`config.mk`:
```
export PLATFORM = sky130hd
export DESIGN_NAME = dltq_chain
export DESIGN_NICKNAME = d
export VERILOG_FILES = /design/src/hw/rtl/dltq_pkg.sv /design/src/hw/rtl/dltq_cell.sv /design/src/hw/rtl/dltq_chain.sv
export SDC_FILE = /design/constraint.sdc
export NUM_CORES = 2
export LEC_CHECK = 0
export ABC_AREA = 1
export BUFFER_PORTS_ARGS = -buffer_cell sky130_fd_sc_hd__buf_4
export CORE_AREA = 10 10 696 698
export CTS_BUF_LIST = sky130_fd_sc_hd__clkbuf_2
export DETAILED_ROUTE_END_ITERATION = 7
export DIE_AREA = 0 0 706 708
export PLACE_DENSITY = 0.33
export SYNTH_ARGS = -nofsm -noshare
export SYNTH_HDL_FRONTEND = slang
export SYNTH_SLANG_ARGS = --single-unit
```
`constraint.sdc`:
```
create_clock -name i_clk -period 15.85 [get_ports i_clk]
set_input_delay 0.7925 -clock i_clk [delete_from_list [all_inputs] [get_ports i_clk]]
set_output_delay 0.7925 -clock i_clk [all_outputs]
set_load 0.02 [all_outputs]
```
`src/hw/rtl/dltq_pkg.sv`:
```
// shared types and constants of the delta-list timer queue
package dltq_pkg;

    localparam int QUEUE_DEPTH = 16;
    localparam int MAX_RESULTS = 16;
    localparam int CNT_W = $clog2(QUEUE_DEPTH + 1);
    localparam int IDX_W = $clog2(QUEUE_DEPTH);
    localparam int XCNT_W = $clog2(MAX_RESULTS + 1);
    localparam int XIDX_W = $clog2(MAX_RESULTS);

    typedef enum logic [1:0] {
        OP_INSTALL = 2'd0,
        OP_REMOVE  = 2'd1,
        OP_ADVANCE = 2'd2,
        OP_NONE    = 2'd3
    } t_op;

    typedef enum logic [2:0] {
        ST_INSTALLED = 3'd0,
        ST_FULL      = 3'd1,
        ST_REMOVED   = 3'd2,
        ST_EXPIRED   = 3'd3,
        ST_NOTHING   = 3'd4
    } t_status;

    typedef struct packed {
        logic [1:0]  operation;
        logic [31:0] delay_ms;
        logic signed [31:0] tag;
        logic [7:0]  handler_id;
        logic        periodic;
        logic [29:0] elapsed_ticks;
    } t_in_item;

    typedef struct packed {
        logic [2:0]  status;
        logic signed [31:0] expired_tag;
        logic [7:0]  expired_handler;
        logic [4:0]  removed_count;
        logic [31:0] head_delay_ms;
        logic        queue_empty;
        logic        last;
    } t_out_item;

    typedef struct packed {
        logic [31:0] delta;
        logic [31:0] reload;
        logic [31:0] tag;
        logic [7:0]  handler;
        logic        periodic;
    } t_entry;

    // chain command, applied by every cell in the same cycle
    typedef enum logic [1:0] {
        CC_HOLD  = 2'd0,
        CC_SHUP  = 2'd1,
        CC_SHDN  = 2'd2
    } t_chain_cmd;

    typedef struct packed {
        t_chain_cmd  cmd;
        logic [IDX_W-1:0] pos;
        logic        wr_en;
        t_entry      wr_entry;
        logic        adj_en;
        logic [IDX_W-1:0] adj_pos;
        logic [31:0] adj_delta;
    } t_chain_ctl;

    typedef enum logic [3:0] {
        S_IDLE,
        S_INS_SCAN,
        S_INS_PUT,
        S_INS_FIX,
        S_REM_SCAN,
        S_ADV_SCAN,
        S_ADV_HEAD,
        S_RE_START,
        S_RE_SCAN,
        S_RE_PUT,
        S_RE_FIX,
        S_EMIT
    } t_state;

endpackage

```
`src/hw/rtl/dltq_cell.sv`:
```
// one queue slot: holds an entry and shifts it to or from its neighbors
module dltq_cell (
    input  logic                  i_clk,
    input  dltq_pkg::t_chain_ctl  i_ctl,
    input  logic [dltq_pkg::IDX_W-1:0] i_idx,
    input  dltq_pkg::t_entry      i_from_lo,
    input  dltq_pkg::t_entry      i_from_hi,
    output dltq_pkg::t_entry      o_entry
);
    import dltq_pkg::*;

    t_entry r_entry;
    t_entry n_entry;

    always_comb begin
        n_entry = r_entry;
        case (i_ctl.cmd)
            CC_SHUP: if (i_idx > i_ctl.pos) n_entry = i_from_lo;
            CC_SHDN: if (i_idx >= i_ctl.pos) n_entry = i_from_hi;
            default: ;
        endcase
        if (i_ctl.wr_en && i_idx == i_ctl.pos) n_entry = i_ctl.wr_entry;
        if (i_ctl.adj_en && i_idx == i_ctl.adj_pos) n_entry.delta = i_ctl.adj_delta;
    end

    always_ff @(posedge i_clk) begin
        r_entry <= n_entry;
    end

    assign o_entry = r_entry;
endmodule

```
`src/hw/rtl/dltq_chain.sv`:
```
// row of slots linked to their neighbors
module dltq_chain (
    input  logic                 i_clk,
    input  dltq_pkg::t_chain_ctl i_ctl,
    output dltq_pkg::t_entry     o_slot [dltq_pkg::QUEUE_DEPTH]
);
    import dltq_pkg::*;

    t_entry w_slot [QUEUE_DEPTH];

    for (genvar g = 0; g < QUEUE_DEPTH; g++) begin : g_cell
        dltq_cell u_cell (
            .i_clk     (i_clk),
            .i_ctl     (i_ctl),
            .i_idx     (IDX_W'(g)),
            .i_from_lo (w_slot[(g == 0) ? 0 : g - 1]),
            .i_from_hi (w_slot[(g == QUEUE_DEPTH - 1) ? g : g + 1]),
            .o_entry   (w_slot[g])
        );
    end

    assign o_slot = w_slot;
endmodule

```
# After elaboration in Yosys (flattened, before gate mapping)
# Cells that the tools add are included.
# op_classes
n_lt_le_gt_ge	30
multipliers	0
n_eq_ne	88
mux	78
add_sub_neg	0
n_reduce_logical	102
n_shift	0
div	0
bitwise_logic	0
# op_table
op	count
two-way mux 105 bit	48
case mux 105 bit (2 select lines)	14
two-way mux 32 bit	16
inequality test 4 x 1 -> 1 bit (second input constant)	28
inequality test 3 x 1 -> 1 bit (second input constant)	28
AND reduction 3 bit	28
equality test 4 bit (first input constant)	16
nonzero test 4 bit	14
nonzero test 3 bit	18
equality test 3 x 4 -> 1 bit (first input constant)	8
greater-than comparator 4 bit (first input constant)	8
logical AND 1 bit	32
greater-or-equal comparator 4 bit (first input constant)	7
equality test 2 x 4 -> 1 bit (first input constant)	4
greater-or-equal comparator 3 x 4 -> 1 bit (first input constant)	4
greater-than comparator 3 x 4 -> 1 bit (first input constant)	4
equality test 1 x 4 -> 1 bit (first input constant)	2
greater-or-equal comparator 1 x 4 -> 1 bit (first input constant)	2
greater-or-equal comparator 2 x 4 -> 1 bit (first input constant)	2
greater-than comparator 2 x 4 -> 1 bit (first input constant)	2
logical NOT 4 bit	2
AND reduction 2 bit	4
nonzero test 2 bit	4
greater-than comparator 1 x 4 -> 1 bit (first input constant)	1
other kinds (2)	2
# word_totals
input_bits	150
latch_bits	0
mem_bits_rw	0
regBits	1680
n_memories	0
rom_bits	0

# Logic depth before layout (Yosys ltp)
# depth
depth_word	5
mapped_depth	12
mapped_depth_nobuf	8

# By module
# Synthesis repeated with hierarchy kept, for this count alone.
# unflattened
hier_cells	12800
hier_area_um2	99919.6
# by_module_without_submodules
mod	seq_area_each_um2	cells_per_inst	instances	area_per_inst_um2
dltq_cell (g_cell[10].u_cell ...)	3153.0	800	15	6247.2
dltq_cell (g_cell[0].u_cell)	3153.0	798	1	6203.4
dltq_chain	0.0	2	1	7.5

# Worst setup path before layout
# Ideal clock, no wire load.
# synth_timing
path_kind	input to register
start	input i_ctl[148] (netlist name)
end	register g_cell[15].u_cell.r_entry (netlist bit g_cell[15].u_cell.o_entry[100]), enable pin
slack_ps	7955
required_time_ps	15475
t_arrival_ps	7520
n_path_buf	1
path_stages	6
path_cell_list	inv_1 -> ha_1 -> clkbuf_1 -> inv_1 -> o21ai_0 -> or2_2
# synth_between
elab_chain_cells	3
# synth_rtl
element	line_no	source
from (decl)	dltq_chain.sv:4	input dltq_pkg::t_chain_ctl i_ctl,
equality test 2 x 1 -> 1 bit	dltq_cell.sv:17	case (i_ctl.cmd)
nonzero test 3 bit (no line)	--	
AND reduction 2 bit (no line)	--	
to (signal assigned)	dltq_cell.sv:27	r_entry <= n_entry;
to (decl)	dltq_cell.sv:12	t_entry r_entry;
# Every way passes these cells.
# A chain may end at the register's enable or synchronous reset.

==> results.py <==
metrics = {
    "floorplan": {
        "die_y_um": 708,
        "die_w_um": 706,
        "die_area_um2": 500000,
        "num_rows": 252,
        "io_pins": 1830,
        "start_util": 0.199,
        "core_um2": 470000,
    },
    "drt": {
        "vias": 94900,
        "drt-total-wl_um": 681000,
        "wire_per_inst_um": 34.2,
        "drt-initial-drc-count": 8425,
        "drtPass1Iterations": 5,
        "viasPerCell": 4.77,
        "drc": 0,
        "antenna_left": 0,
    },
    "global_routing": {
        "grt_pass1_wl_um": 895000,
        "gr-usage-all-layers": 0.258,
        "grt_start_max_net_pins": 189,
        "grt_overflow": 0,
        "antenna_found_initial": 39,
        "first_global_vias": 91300,
    },
    "sta": {
        "slew_headroom": 0.221,
        "period_needed_ns": 6.19,
        "worstMarginPinSlew_ns": 1.16,
        "skew_ns": 0.294,
        "fmax_mhz": 162,
        "finalMaxSlewViolations": 0,
        "rsz0062_at_grt": "false",
        "period_share": 0.390,
        "hold_viol": 0,
        "hold_slack_ns": 0.381,
        "fin_setup_tns_ns": 0,
        "final-setup-viol-count": 0,
    },
    "synthesis": {
        "synthAdderAreaFrac": 0.000268,
        "ys_ff_latch": 1680,
        "yosys-top-cells-area": "edfxtp_1, nand2_1, o21ai_0",
        "synth_top_area_frac": 0.541,
        "synth-edff-count": 1680,
        "synth_xor_area_frac": 0,
        "async_flop_share": 0,
        "synth_compound_gate_area_share": 0.132,
        "synthesis.area_um2": 93300,
        "synth_ff_type": "edfxtp_1",
        "synthSimpleGateAreaFrac": 0.255,
        "ys_seq_area_frac": 0.541,
        "synth_top_family_by_area": "simple AND/OR/NAND/NOR gates",
        "synth_largest_area_cell": "edfxtp_1",
        "synth_cells": 11200,
        "yosysWarnings": 0,
        "synth_mux_area_frac": 0,
        "synthesis.nets": 11300,
        "synth_area_per_cell_um2": 8.35,
        "yosysUniqueCellTypes": 27,
    },
    "outcome": {
        "status": "complete, no violations",
    },
    "setup_path": {
        "critical_path_class": "primary input to flip-flop",
        "reg2reg_from": "g_cell[3].u_cell.o_entry[103]",
        "r2r_slack_ns": 13.52,
        "cp-start-kind": "primary input",
        "cp-endpoint": "g_cell[9].u_cell.o_entry[88]",
        "crit_start": "i_ctl[148]",
        "reg2reg_depth": 8,
        "r2r_end": "g_cell[4].u_cell.o_entry[103]",
        "path_max_fanout": 75,
        "worstPathArrival_ns": 7.88,
        "required_ns": 17.54,
        "end_kind": "flip-flop",
    },
    "worst_hold_path": {
        "hold_path_class": "primary input to flip-flop",
    },
    "placed_design": {
        "place_hpwl_um": 499000,
        "io_buffer_count": 1829,
        "placed_area_um2": 112000,
        "dpl.cell_count": 18400,
        "gp_congestion": 0.856,
    },
    "clocking": {
        "path_clk_slew_ns": 0.09,
        "ctsResizeCount": 0,
        "cts_root_buffer": "clkbuf_2",
        "clock_latency_ns": 2.22,
        "cts_tree": "built",
        "h-tree-depth": 6,
        "cts_buffer_depth": 4,
        "cts_sinks": 1680,
        "cts_buffers": 568,
    },
    "pwr": {
        "p_leak_nw": 52.0,
        "ir_worst_vdd_mv": 0.0719,
        "power_density_nw_per_um2": 118,
    },
    "final_layout": {
        "finalNonFillerCells": 19900,
        "largest_reg_flops": 1680,
        "layout.nets": 13400,
        "fillers": 51900,
        "drive_above_1_share": 0.246,
        "final_cell_mix": "nand2_1, buf_4, edfxtp_1",
        "final_common_cell": "nand2_1",
        "fin_util": 0.260,
        "syn2layout_area_growth_pct": 31.1,
        "final_cell_area_um2": 122000,
    },
    "job": {
        "drv_cap": 0,
    },
}
-- stage by stage --
stage | setup slack [ns] | power [mW]
3_3_place_gp | 10.25 | 10.6
5_1_grt | 9.54 | 15.1
6_report | 9.66 | 14.5
4_1_cts | 10.23 | 14.7
3_5_place_dp | 10.25 | 10.5
2_1_floorplan | 7.95 | 7.98
-- logic make-up (layout without fill, tap and decap cells) --
logic type,count (synthesis),in the layout
compound gates,2207,2207
simple gates,5720,5720
flops,1680,1680
other cells,0,33
buf+inv,1571,4026
fa+ha+maj,2,2
-- area by class of cell --
| class | count | area [µm²] | area share |
|---|---|---|---|
| sequential | 1680 | 50400 | 0.412 |
| multi-input combinational | 7929 | 36500 | 0.298 |
| timing repair buffer | 2529 | 20500 | 0.167 |
| tap | 6223 | 7790 | 0.0636 |
| clock buffer | 828 | 4140 | 0.0339 |
| inverter | 578 | 2210 | 0.0180 |
| clock inverter | 91 | 732 | 0.00598 |
| antenna | 33 | 82.6 | 0.000675 |
-- worst max-delay path: stages --
cell           delay (ns)
dlygate4sd3_1        0.52
dlygate4sd3_1        0.56
buf_4                0.11
dlygate4sd3_1        0.58
ha_4                 0.14
dlygate4sd3_1        0.98
buf_4                0.60
buf_4                0.73
buf_4                0.70
buf_4                0.70
buf_4                0.72
nand2_1              0.14
o21ai_0              0.10
nand2_1              0.07
nand3_1              0.09
nand2_1              0.05
-- report_power, final --
group / internal [mW] / switching [mW] / total (mW) / leakage (nW)
sequential: 5.68 / 0.825 / 6.51 / 16.1
combinational: 1.25 / 2.76 / 4.01 / 32.1
clock: 1.57 / 2.40 / 3.97 / 3.79
-- how the worst min path moves through the flow --
| stage | start | endpoint | slack, ns | cells after the start |
|---|---|---|---|---|
| 2_1_floorplan | g_cell[1].u_cell.o_entry[3] | g_cell[0].u_cell.o_entry[3] | 0.69 | 2 |
| 3_3_place_gp | g_cell[1].u_cell.o_entry[71] | g_cell[0].u_cell.o_entry[71] | 0.57 | 2 |
| 3_5_place_dp | g_cell[1].u_cell.o_entry[72] | g_cell[0].u_cell.o_entry[72] | 0.58 | 2 |
| 4_1_cts | i_ctl[36] | g_cell[4].u_cell.o_entry[102] | 0.01 | 5 |
| 5_1_grt | i_ctl[147] | g_cell[3].u_cell.o_entry[0] | 0.22 | 6 |
| 6_report | i_ctl[147] | g_cell[3].u_cell.o_entry[0] | 0.38 | 6 |
-- synthesized netlist by cell type, types with 39 or more instances --
cell      instances
nand2_1        4564
edfxtp_1       1680
o21ai_0        1401
nand3_1         573
inv_1           568
o211ai_1        512
clkbuf_1        484
buf_2           383
or2_2           368
o21ai_1         293
nand4_1         160
buf_4            74
buf_1            39
-- metal layers --
metal	vias up	GRT usage	wire, µm
met3	852	0.0618	47400
met1	48100	0.296	261000
li1	42200	-	-
met5	-	0	68
met4	10	0.115	35800
met2	3802	0.454	336000
-- what timing repair did --
| action | in CTS | in global routing |
|---|---|---|
| buffers inserted | 0 | 0 |
| hold endpoints to repair | 2735 | 0 |
| hold buffers | 521 | 0 |
Note: power is estimated with default switching activity, not from simulation.
